===== src/hdl/draw_hold_erase_envelope_defines.svh =====
// ----------------------------------------------------------------------------
// Draw/hold/erase envelope assertion macros
// Shared property forms for the envelope RTL. Each macro expects clk and rst
// to be visible at the point of use.
// ----------------------------------------------------------------------------
`ifndef DRAW_HOLD_ERASE_ENVELOPE_DEFINES_SVH
`define DRAW_HOLD_ERASE_ENVELOPE_DEFINES_SVH

// Same-cycle implication, disabled during reset.
`define DHE_ASSERT_SAME(lbl, ante, cons, msg) \
  lbl: assert property (@(posedge clk) disable iff (rst) (ante) |-> (cons)) else $error(msg);

// Next-cycle implication, disabled during reset.
`define DHE_ASSERT_NEXT(lbl, ante, cons, msg) \
  lbl: assert property (@(posedge clk) disable iff (rst) (ante) |=> (cons)) else $error(msg);

`endif


===== src/hdl/dhe_pkg.sv =====
// ----------------------------------------------------------------------------
// Draw/hold/erase envelope package
// Widths and fixed constants shared by the envelope modules.
// ----------------------------------------------------------------------------
package dhe_pkg;

  localparam int ADV_W   = 16;  // tick advance, ms
  localparam int DUR_W   = 16;  // phase durations, ms
  localparam int TIME_W  = 17;  // saturating phase timer
  localparam int LEVEL_W = 17;  // Q1.16 level, 65536 is one
  localparam int PHASE_W = 2;
  localparam int ADDR_W  = 4;
  localparam int DATA_W  = 32;

  // Square of the ratio and full cube widths.
  localparam int SQ_W   = 2 * LEVEL_W;
  localparam int CUBE_W = SQ_W + LEVEL_W;

  localparam logic [LEVEL_W-1:0] ONE_Q16  = LEVEL_W'(65536);
  localparam logic [TIME_W-1:0]  TIME_MAX = {TIME_W{1'b1}};

  // Envelope phases, in the order they are visited.
  typedef enum logic [PHASE_W-1:0] {PH_DRAW, PH_HOLD, PH_ERASE, PH_END} phase_t;

  // Register indexes; the byte address is four times the index. The spare
  // slot has no register behind it.
  typedef enum logic [1:0] {REG_DRAW, REG_HOLD, REG_ERASE, REG_SPARE} reg_idx_t;

endpackage


===== src/hdl/draw_hold_erase_envelope.sv =====
// ----------------------------------------------------------------------------
// Draw/hold/erase envelope
// Four-phase timed envelope with ease-out-cubic draw and cubic erase shaping.
// ----------------------------------------------------------------------------
//
// Channel   Dir  Handshake                      Payload
// s_*       in   s_tvalid / s_tready            s_tdata[15:0] advance (ms)
// m_*       out  m_tvalid / m_tready            m_tdata: [1:0] phase, [18:2] level
// APB       in   psel & penable & pwrite        0x0 draw, 0x4 hold, 0x8 erase
//
// A tick transaction is taken only while the sequencer is idle. A tick that
// needs a new level is accepted, passes the shared restoring divider (one
// quotient bit a cycle), hands the quotient over, passes the shared
// multiplier for square and cube and then the rounding step, loads the level
// and then loads the output register. A tick that only moves the timer or the
// phase goes from acceptance straight to the output step. The
// output register holds its result while m_tready is low; the next tick may
// be accepted meanwhile, and it waits in its final step until the register is
// free. Reset (rst, synchronous) returns to draw phase, timer and level zero,
// and all durations to 1000 ms.
// ----------------------------------------------------------------------------
`include "draw_hold_erase_envelope_defines.svh"

module draw_hold_erase_envelope (
  input  logic                            clk,
  input  logic                            rst,
  // Configuration port
  input  logic                            psel,
  input  logic                            penable,
  input  logic                            pwrite,
  input  logic [dhe_pkg::ADDR_W-1:0]      paddr,
  input  logic [dhe_pkg::DATA_W-1:0]      pwdata,
  output logic [dhe_pkg::DATA_W-1:0]      prdata,
  output logic                            pready,
  // Tick stream
  input  logic                            s_tvalid,
  output logic                            s_tready,
  input  logic [15:0]                     s_tdata,   // [15:0] advance
  // Result stream
  output logic                            m_tvalid,
  input  logic                            m_tready,
  output logic [23:0]                     m_tdata    // [1:0] phase, [18:2] level, rest zero
);

  localparam int TW = dhe_pkg::TIME_W;
  localparam int DW = dhe_pkg::DUR_W;
  localparam int LW = dhe_pkg::LEVEL_W;

  typedef enum logic [1:0] {ST_IDLE, ST_DIV, ST_CUBE, ST_OUT} state_t;

  state_t           state;
  dhe_pkg::phase_t  phase_reg;
  logic [TW-1:0]    phase_time;
  logic [LW-1:0]    level_reg;
  logic [DW-1:0]    draw_duration;
  logic [DW-1:0]    hold_duration;
  logic [DW-1:0]    erase_duration;

  logic             s_fire;
  logic             cfg_wr;
  logic [TW:0]      t_sum;
  logic [TW-1:0]    t_sat;
  logic [DW-1:0]    dur_cur;
  logic             below;
  logic [DW-1:0]    div_num;
  logic             div_start;
  logic             div_done;
  logic [LW-1:0]    div_quo;
  logic             cube_done;
  logic [LW-1:0]    cube_val;
  logic             out_free;
  logic             in_end;

  assign pready   = 1'b1;
  assign cfg_wr   = psel & penable & pwrite & pready;
  assign s_tready = (state == ST_IDLE);
  assign s_fire   = s_tvalid & s_tready;
  assign out_free = ~m_tvalid | m_tready;
  assign in_end   = (phase_reg == dhe_pkg::PH_END);

  // Register readback.
  always_comb begin
    case (paddr[3:2])
      dhe_pkg::REG_DRAW:  prdata = {{(dhe_pkg::DATA_W-DW){1'b0}}, draw_duration};
      dhe_pkg::REG_HOLD:  prdata = {{(dhe_pkg::DATA_W-DW){1'b0}}, hold_duration};
      dhe_pkg::REG_ERASE: prdata = {{(dhe_pkg::DATA_W-DW){1'b0}}, erase_duration};
      default:            prdata = '0;
    endcase
  end

  // Timer update with saturation, and the duration of the current phase.
  // End phase has no duration; it never leaves.
  always_comb begin
    t_sum = {1'b0, phase_time} + {{(TW+1-dhe_pkg::ADV_W){1'b0}}, s_tdata};
    t_sat = t_sum[TW] ? dhe_pkg::TIME_MAX : t_sum[TW-1:0];
    case (phase_reg)
      dhe_pkg::PH_DRAW:  dur_cur = draw_duration;
      dhe_pkg::PH_HOLD:  dur_cur = hold_duration;
      dhe_pkg::PH_ERASE: dur_cur = erase_duration;
      default:           dur_cur = '0;
    endcase
    below     = (t_sat < {1'b0, dur_cur});
    // Only used when below holds, so the difference fits the duration width.
    div_num   = dur_cur - t_sat[DW-1:0];
    div_start = s_fire && below &&
                (phase_reg == dhe_pkg::PH_DRAW || phase_reg == dhe_pkg::PH_ERASE);
  end

  dhe_div u_div (
    .clk   (clk),
    .rst   (rst),
    .start (div_start),
    .num   (div_num),
    .den   (dur_cur),
    .done  (div_done),
    .quo   (div_quo)
  );

  dhe_cube u_cube (
    .clk   (clk),
    .rst   (rst),
    .start (div_done),
    .ratio (div_quo),
    .done  (cube_done),
    .cube  (cube_val)
  );

  always_ff @(posedge clk) begin
    if (rst) begin
      state          <= ST_IDLE;
      phase_reg      <= dhe_pkg::PH_DRAW;
      phase_time     <= '0;
      level_reg      <= '0;
      draw_duration  <= DW'(1000);
      hold_duration  <= DW'(1000);
      erase_duration <= DW'(1000);
      m_tvalid       <= 1'b0;
    end else begin
      if (cfg_wr) begin
        case (paddr[3:2])
          dhe_pkg::REG_DRAW:  draw_duration  <= pwdata[DW-1:0];
          dhe_pkg::REG_HOLD:  hold_duration  <= pwdata[DW-1:0];
          dhe_pkg::REG_ERASE: erase_duration <= pwdata[DW-1:0];
          default:            ;
        endcase
      end

      // The output register fills in the final step once it is free, and a
      // taken result empties it otherwise.
      if (state == ST_OUT && out_free) begin
        m_tvalid <= 1'b1;
      end else if (m_tready) begin
        m_tvalid <= 1'b0;
      end

      case (state)
        ST_IDLE: begin
          if (s_fire) begin
            case (phase_reg)
              dhe_pkg::PH_DRAW, dhe_pkg::PH_ERASE: begin
                if (below) begin
                  phase_time <= t_sat;
                end else begin
                  // Phase is over: move on and drop any surplus time.
                  phase_reg  <= (phase_reg == dhe_pkg::PH_DRAW) ? dhe_pkg::PH_HOLD
                                                                 : dhe_pkg::PH_END;
                  phase_time <= '0;
                end
              end
              dhe_pkg::PH_HOLD: begin
                if (below) begin
                  phase_time <= t_sat;
                end else begin
                  phase_reg  <= dhe_pkg::PH_ERASE;
                  phase_time <= '0;
                end
              end
              default: phase_time <= t_sat;
            endcase
            state <= div_start ? ST_DIV : ST_OUT;
          end
        end
        ST_DIV: begin
          if (div_done) begin
            state <= ST_CUBE;
          end
        end
        ST_CUBE: begin
          if (cube_done) begin
            // Draw rises as one minus the cube; erase falls as the cube.
            level_reg <= (phase_reg == dhe_pkg::PH_DRAW) ? dhe_pkg::ONE_Q16 - cube_val
                                                          : cube_val;
            state     <= ST_OUT;
          end
        end
        ST_OUT: begin
          if (out_free) begin
            m_tdata <= {5'b0, level_reg, phase_reg};
            state   <= ST_IDLE;
          end
        end
        default: state <= ST_IDLE;
      endcase
    end
  end

  `DHE_ASSERT_NEXT(a_busy_after_accept, s_fire, !s_tready, "tick taken while busy")
  `DHE_ASSERT_SAME(a_ratio_range, div_done, div_quo <= dhe_pkg::ONE_Q16, "ratio above one")
  `DHE_ASSERT_SAME(a_level_range, m_tvalid, m_tdata[18:2] <= dhe_pkg::ONE_Q16, "level above one")
  `DHE_ASSERT_NEXT(a_end_holds, in_end, in_end, "end phase was left")

endmodule


===== src/hdl/dhe_div.sv =====
// ----------------------------------------------------------------------------
// Envelope ratio divider
// Restoring divider, one quotient bit per cycle, computing
// floor(num * 65536 / den) for num <= den. Quotient is 17 bits.
// ----------------------------------------------------------------------------
module dhe_div (
  input  logic                            clk,
  input  logic                            rst,
  input  logic                            start,
  input  logic [dhe_pkg::DUR_W-1:0]       num,
  input  logic [dhe_pkg::DUR_W-1:0]       den,
  output logic                            done,
  output logic [dhe_pkg::LEVEL_W-1:0]     quo
);

  localparam int QW   = dhe_pkg::LEVEL_W;
  localparam int CW   = $clog2(QW);
  localparam logic [CW-1:0] LAST = CW'(QW - 1);

  logic                  busy;
  logic                  first;
  logic [CW-1:0]         cnt;
  logic [QW-1:0]         rem;
  logic [dhe_pkg::DUR_W-1:0] den_r;
  logic [QW-1:0]         trial;
  logic [QW:0]           diff;
  logic                  ge;

  // The first step compares the numerator itself (quotient bit 16); later
  // steps shift a zero into the partial remainder.
  always_comb begin
    trial = first ? rem : {rem[QW-2:0], 1'b0};
    diff  = {1'b0, trial} - {2'b00, den_r};
    ge    = ~diff[QW];
  end

  always_ff @(posedge clk) begin
    if (rst) begin
      busy  <= 1'b0;
      done  <= 1'b0;
      first <= 1'b0;
      cnt   <= '0;
    end else begin
      done <= 1'b0;
      if (start) begin
        busy  <= 1'b1;
        first <= 1'b1;
        cnt   <= '0;
        rem   <= {1'b0, num};
        den_r <= den;
        quo   <= '0;
      end else if (busy) begin
        first <= 1'b0;
        rem   <= ge ? diff[QW-1:0] : trial;
        quo   <= {quo[QW-2:0], ge};
        cnt   <= cnt + 1'b1;
        if (cnt == LAST) begin
          busy <= 1'b0;
          done <= 1'b1;
        end
      end
    end
  end

endmodule


===== src/hdl/dhe_cube.sv =====
// ----------------------------------------------------------------------------
// Envelope cube unit
// One registered multiplier used twice (square, then cube), followed by
// rounding of r^3 / 2^32 to nearest and a clamp to one.
// ----------------------------------------------------------------------------
module dhe_cube (
  input  logic                            clk,
  input  logic                            rst,
  input  logic                            start,
  input  logic [dhe_pkg::LEVEL_W-1:0]     ratio,
  output logic                            done,
  output logic [dhe_pkg::LEVEL_W-1:0]     cube
);

  localparam int LW = dhe_pkg::LEVEL_W;
  localparam int SW = dhe_pkg::SQ_W;
  localparam int CW = dhe_pkg::CUBE_W;
  localparam logic [CW:0] ROUND = (CW+1)'(1) << 31;

  typedef enum logic [1:0] {C_IDLE, C_SQ, C_CU, C_RND} cstate_t;

  cstate_t         state;
  logic [LW-1:0]   ratio_r;
  logic [CW-1:0]   prod;
  logic [SW-1:0]   mul_a;
  logic [CW-1:0]   mul_p;
  logic [CW:0]     rounded;
  logic [CW-32:0]  scaled;

  // Shared multiplier: first r * r, then (r * r) * r. Both operands are
  // widened to the full cube width so the product keeps every bit.
  always_comb begin
    mul_a   = (state == C_SQ) ? {{(SW-LW){1'b0}}, ratio_r} : prod[SW-1:0];
    mul_p   = {{(CW-SW){1'b0}}, mul_a} * {{(CW-LW){1'b0}}, ratio_r};
    rounded = {1'b0, prod} + ROUND;
    scaled  = rounded[CW:32];
  end

  always_ff @(posedge clk) begin
    if (rst) begin
      state <= C_IDLE;
      done  <= 1'b0;
    end else begin
      done <= 1'b0;
      case (state)
        C_IDLE: begin
          if (start) begin
            ratio_r <= ratio;
            state   <= C_SQ;
          end
        end
        C_SQ: begin
          prod  <= mul_p;
          state <= C_CU;
        end
        C_CU: begin
          prod  <= mul_p;
          state <= C_RND;
        end
        C_RND: begin
          cube  <= (scaled > (CW-31)'(dhe_pkg::ONE_Q16)) ? dhe_pkg::ONE_Q16
                                                         : scaled[LW-1:0];
          done  <= 1'b1;
          state <= C_IDLE;
        end
        default: state <= C_IDLE;
      endcase
    end
  end

endmodule


===== config.mk =====
export PLATFORM = sky130hd
export DESIGN_NAME = draw_hold_erase_envelope
export DESIGN_NICKNAME = d
export VERILOG_FILES = /design/src/hdl/dhe_pkg.sv /design/src/hdl/draw_hold_erase_envelope.sv /design/src/hdl/dhe_div.sv /design/src/hdl/dhe_cube.sv
export VERILOG_INCLUDE_DIRS = /design/src /design/src/hdl
export SDC_FILE = /design/constraint.sdc
export NUM_CORES = 2
export LEC_CHECK = 0
export BUFFER_PORTS_ARGS = -buffer_cell sky130_fd_sc_hd__buf_2
export CORE_MARGIN = 3
export CORE_UTILIZATION = 45
export CTS_BUF_LIST = sky130_fd_sc_hd__clkbuf_8
export CTS_CLUSTER_DIAMETER = 40
export DETAILED_ROUTE_END_ITERATION = 10
export GPL_TIMING_DRIVEN = 0
export PLACE_DENSITY = 0.72
export SETUP_SLACK_MARGIN = 0.05
export SLEW_MARGIN = 30
export SYNTH_ARGS = -nofsm -noshare
export SYNTH_HDL_FRONTEND = slang
export SYNTH_SLANG_ARGS = --single-unit

===== constraint.sdc =====
create_clock -name clk -period 10 [get_ports clk]
set_input_delay 1 -clock clk [delete_from_list [all_inputs] [get_ports clk]]
set_output_delay 1 -clock clk [all_outputs]
set_load 0.1 [all_outputs]

# [Word-level counts from Yosys, hierarchy flattened]
# Index checks and enable logic that the tools add are counted.
[word_totals] ff_bits=252 output_inout_bits=59 wordCells=119
[op_classes] addsub=6 multipliers=1 order_cmp=2 eq_ne=18 muxes=33 n_bitwise=8 reduce_logical=29
[ops] op="$mux 17" count=8
[ops] op="$pmux 16 s3" count=2
[ops] op="$add 51x32->52 const B" count=1
[ops] op="$mul 34x17->51" count=1
[ops] op="$mux 34" count=1
[ops] op="$gt 20x17->1 const B" count=1
[ops] op="$add 17x16->18" count=1
[ops] op="$mux 2" count=9
[ops] op="$reduce_and 2->1" count=9
[ops] op="$sub 17x16->18" count=1
[ops] op="$lt 17x16->1" count=1
[ops] op="$sub 17x17->17 const A" count=1
[ops] op="$mux 16" count=1
[ops] op="$pmux 2 s4" count=2
[ops] op="$sub 16x16->16" count=1
[ops] op="$eq 2x2->1 const B" count=6
[ops] op="$mux 1" count=9
[ops] op="$eq 2x1->1 const B" count=4
[ops] op="$logic_not 2->1" count=4
[ops] op="$ne 2x2->1 const B" count=4
[ops] op="$ne 2x1->1 const B" count=3
[ops] op="$reduce_and 3->1" count=2
[ops] op="$reduce_bool 2->1" count=3
[ops] op="$reduce_or 2->1" count=3
[ops] op="11 further kinds" count=19

# [Longest topological paths before layout]
[depth] word_depth=8 ltp_mapped=29

# [Modules after synthesis]
# From an unflattened synthesis, not the netlist that was laid out.
[hier_totals] hier_cells=3545 area_unflattened_um2=32306.0
[by_module_without_submodules] module="dhe_cube" instances=1 cells_per_inst=2358 area_each_um2=21861.0
[by_module_without_submodules] module="draw_hold_erase_envelope" instances=1 cells_per_inst=884 area_each_um2=7046.8
[by_module_without_submodules] module="dhe_div" instances=1 cells_per_inst=303 area_each_um2=3398.3

# [Worst setup path before layout]
# OpenSTA, ideal clock, no wires.
[synth_path] kind="register to register" startpoint="register u_cube.state[1]" endpoint="register u_cube.prod[49], data pin" setup_ps=258 arrival_time_ps=6917 required_ps=9742 setup_slack_ps=2825 stages_incl_launch_ff=27 period_less_slack_ps=7175 path_cell_list="dfxtp_1 -> inv_1 -> ha_1 -> clkbuf_1 -> clkbuf_1 -> nor2b_1 -> clkbuf_1 -> nand2_1 -> fa_1 -> fa_1 -> fa_1 -> inv_1 -> fa_1 -> fa_1 -> inv_1 -> fa_1 -> inv_1 -> ha_1 -> a21o_1 -> a21o_1 -> a211oi_1 -> nor2_1 -> a41oi_1 -> o2111ai_1 -> a221o_1 -> a21oi_1 -> xnor2_1"
[synth_via] elab_chain_len=3
[synth_lines] element="start, declared" line="dhe_cube.sv:22" text="cstate_t state;"
[synth_lines] element="start signal, assigned" line="dhe_cube.sv:41" text="state <= C_IDLE;"
[synth_lines] element="start signal, assigned" line="dhe_cube.sv:49" text="state <= C_SQ;"
[synth_lines] element="start signal, assigned" line="dhe_cube.sv:54" text="state <= C_CU;"
[synth_lines] element="$eq 2x1->1" line="dhe_cube.sv:33" text="mul_a = (state == C_SQ) ? {{(SW-LW){1'b0}}, ratio_r} : prod[SW-1:0];"
[synth_lines] element="$mux 34" line="dhe_cube.sv:33"
[synth_lines] element="$mul 34x17->51" line="dhe_cube.sv:34" text="mul_p = {{(CW-SW){1'b0}}, mul_a} * {{(CW-LW){1'b0}}, ratio_r};"
[synth_lines] element="via u_cube.mul_p[49]" line="dhe_cube.sv:26" text="logic [CW-1:0] mul_p;"
[synth_lines] element="end signal, assigned" line="dhe_cube.sv:53" text="prod <= mul_p;"
[synth_lines] element="end signal, assigned" line="dhe_cube.sv:57" text="prod <= mul_p;"
[synth_lines] element="end, declared" line="dhe_cube.sv:24" text="logic [CW-1:0] prod;"
# The timed path passes the listed nets, and every way through them passes these cells.
# A chain may end at the register's enable or synchronous reset.

# [Final worst setup path]
# Same ends and word-level chain as after synthesis.

==> results_dict.tcl <==
set metrics [dict create \
    grt_busiest_layer "met2" \
    clk_pin_slew_ns 0.06 \
    yosys.cell_count.top_type "inv_1" \
    syn_area_sq_mm 0.0318 \
    post_cts_resized 0 \
    worstReg2RegEnd "u_cube.prod[49]$_DFFE_PP_" \
    die_area_sq_mm 0.0740 \
    grt_pass1_wl_um 137000 \
    syn-instance-count 3531 \
    cts_buffers 50 \
    min_path_type "reg2reg" \
    skew_ns 0.0810 \
    drt.antenna.violating_nets 0 \
    cts.htree.levels 2 \
    via_per_inst 5.30 \
    drtIter0Drc 1779 \
    gp_congestion 0.921 \
    grt_pass1_vias 25500 \
    gr-usage-met2_pct 37.6 \
    cp_data_arrival_time_ns 9.82 \
    grt_use_met3_pct 5.22 \
    path_class "reg2reg" \
    antenna_found_initial 5 \
    cts_buffer_depth 3 \
    status "completed" \
    critPathRequiredTime_ns 10.38 \
    rows 96 \
    cts_sinks 252 \
    cts_tree "built" \
    period_minus_slack_ns 9.45 \
    core_sq_mm 0.0693 \
    ys_seq_area_share_pct 20.7 \
    rr_worst_depth 27 \
    synthArstFlopShare_pct 0 \
    clock_latency_ns 0.69 \
    fmax_ghz 0.106 \
    yosysTopAreaCellShare_pct 30.3 \
    grt_usage_pct 23.3 \
    setup-violations-final 0 \
    rsz0062_at_grt "false" \
    overflow 0 \
    synth_common_cells "inv_1 (602), nand2_1 (584), fa_1 (482), and2_1 (235), ha_1 (200)" \
    cp-endpoint "u_cube.prod[49]$_DFFE_PP_" \
    regToRegSetupSlack_ns 0.55 \
    fin_setup_tns_ns 0 \
    hold_violations 0 \
    nNetsFinal 4426 \
    design.portCount 118 \
    ys_warn_count 0 \
    cts-root-buf "clkbuf_8" \
    cp_max_fo 10 \
    cap_violations 0 \
    largest_reg_flops 51 \
    drive_gt1_share_pct 6.68 \
    synth.distinct_cells 71 \
    post_cts_buffers 0 \
    vias 24700 \
    grt_use_met1_pct 30.5 \
    period_share_pct 94.5 \
    synth-edff-count 154 \
    holdBufCountCts 0 \
    die_y_um 272 \
    routed_wl_um 84100 \
    r2r-start "u_cube.state[1]$_SDFFE_PP0P_" \
    grt_max_degree 22 \
    cp-startpoint "u_cube.state[1]$_SDFFE_PP0P_" \
    worstSetupEndpointType "register" \
    synth-main-ff-cell "edfxtp_1" \
    largestRegisters "u_cube.prod: 51 flops, m_tdata: 19 flops" \
    timing.max_slew.rel_slack_pct 35.0 \
    areaGrowthSynthToFinish_pct 8.90 \
    dp_hpwl_um 68300 \
    portBuffers 77 \
    wl_per_cell_um 18.0 \
    start_util_pct 45.9 \
    regMostFlops "u_cube.prod" \
    drc_errors 0 \
    worstSetupStartpointType "register" \
    drtPass1Iterations 9 \
    ys_ff_latch 252 \
    ys_top_cells_by_area "fa_1 (30%), edfxtp_1 (15%), ha_1 (7.9%), inv_1 (7.1%), nand2_1 (6.9%)" \
    die_width_um 272 \
    worstMarginPinSlew_ns 0.968 \
    yosys.area.top_type "fa_1" \
    slew_violations 0 \
    postSynthAreaPerCell_sq_um 9.02 \
]
-- worst min path at each step --
stage,startpoint,end,depth (start not counted)
floorplan,u_div.quo[16]$_SDFFCE_PP0P_,u_cube.ratio_r[16]$_DFFE_PP_,0
CTS,u_div.quo[9]$_SDFFCE_PP0P_,u_cube.ratio_r[9]$_DFFE_PP_,0
finish,u_div.quo[9]$_SDFFCE_PP0P_,u_cube.ratio_r[9]$_DFFE_PP_,0
global placement,u_div.quo[16]$_SDFFCE_PP0P_,u_cube.ratio_r[16]$_DFFE_PP_,0
global route,u_div.quo[16]$_SDFFCE_PP0P_,u_cube.ratio_r[16]$_DFFE_PP_,0
detailed placement,level_reg[3]$_SDFFE_PP0P_,m_tdata[5]$_DFFE_PP_,0
-- layout make-up --
type	instances	area [sq um]
Sequential cell	252	6590
Multi-Input combinational cell	2503	22300
Inverter	603	2260
Timing Repair Buffer	82	483
Buffer	193	836
Clock inverter	36	288
Fill cell	6548	34600
Antenna cell	3	7.51
Tap cell	931	1160
Clock buffer	57	785
-- cells in the final DEF (no fill, tap or decap), drive strengths merged, types with 40 or more instances in the layout --
cell type and n:
nand2 584, clkbuf 212, xnor2 54, mux2i 40, xor2 49, buf 120
a21oi 156, nor2 151, fa 482, edfxtp 154, inv 613, o21ai 115
dfxtp 98, ha 200, and2 235
-- kinds of logic (layout without fill, tap and decap cells) --
logic type	after synthesis	in the layout	share of synthesized area, %
compound gates	469	469	9.24
xor+xnor	103	103	2.83
fa+ha+maj	682	682	38.2
buf+inv	796	971	9.73
flops	252	252	20.7
mux	75	75	2.50
other cells	2	25	0.0236
simple gates	1152	1152	16.8
-- worst max-delay path, stage by stage (launching register included) --
cell and delay (ns):
dfxtp_1 0.37, inv_1 0.07, ha_1 0.41, clkbuf_2 0.37, clkbuf_1 0.36, nor2b_1 0.80
clkbuf_1 0.52, nand2_1 0.17, fa_1 0.57, inv_1 0.05, fa_1 0.58, fa_1 0.47
fa_1 0.48, fa_1 0.50, inv_1 0.05, fa_1 0.48, inv_1 0.05, ha_1 0.26
clkbuf_1 0.38, and3_1 0.30, and2_1 0.34, nand2_1 0.09, o41ai_1 0.29, a41oi_1 0.20
o2111ai_1 0.50, a221o_1 0.27, a21oi_1 0.10, xnor2_1 0.12
-- layer usage --
metal  share of wire [%]  vias up
met5               0.055        -
met4                 4.3        8
met3                 8.8      228
met2                  46      970
met1                  41    12100
li1                    -    11400
-- metrics by stage --
| step | instances | setup slack [ns] | cell area (sq um) | hold WS [ns] | utilization [%] |
|---|---|---|---|---|---|
| after global placement | 4559 | 0.117 | 33500 | 0.404 | 48.3 |
| after CTS | 4657 | 0.178 | 34700 | 0.415 | 50.0 |
| after global routing | 4658 | 0.150 | 34700 | 0.426 | 50.0 |
| after floorplan | 3551 | 2.83 | 31900 | 0.400 | - |
| final | 4660 | 0.551 | 34700 | 0.405 | 50.0 |
| after detailed placement | 4564 | 0.251 | 33600 | 0.418 | 48.5 |
Power is left out: the tool's default activity adds up to more than one toggle a clock period on the data nets, which glitch-free logic cannot reach.
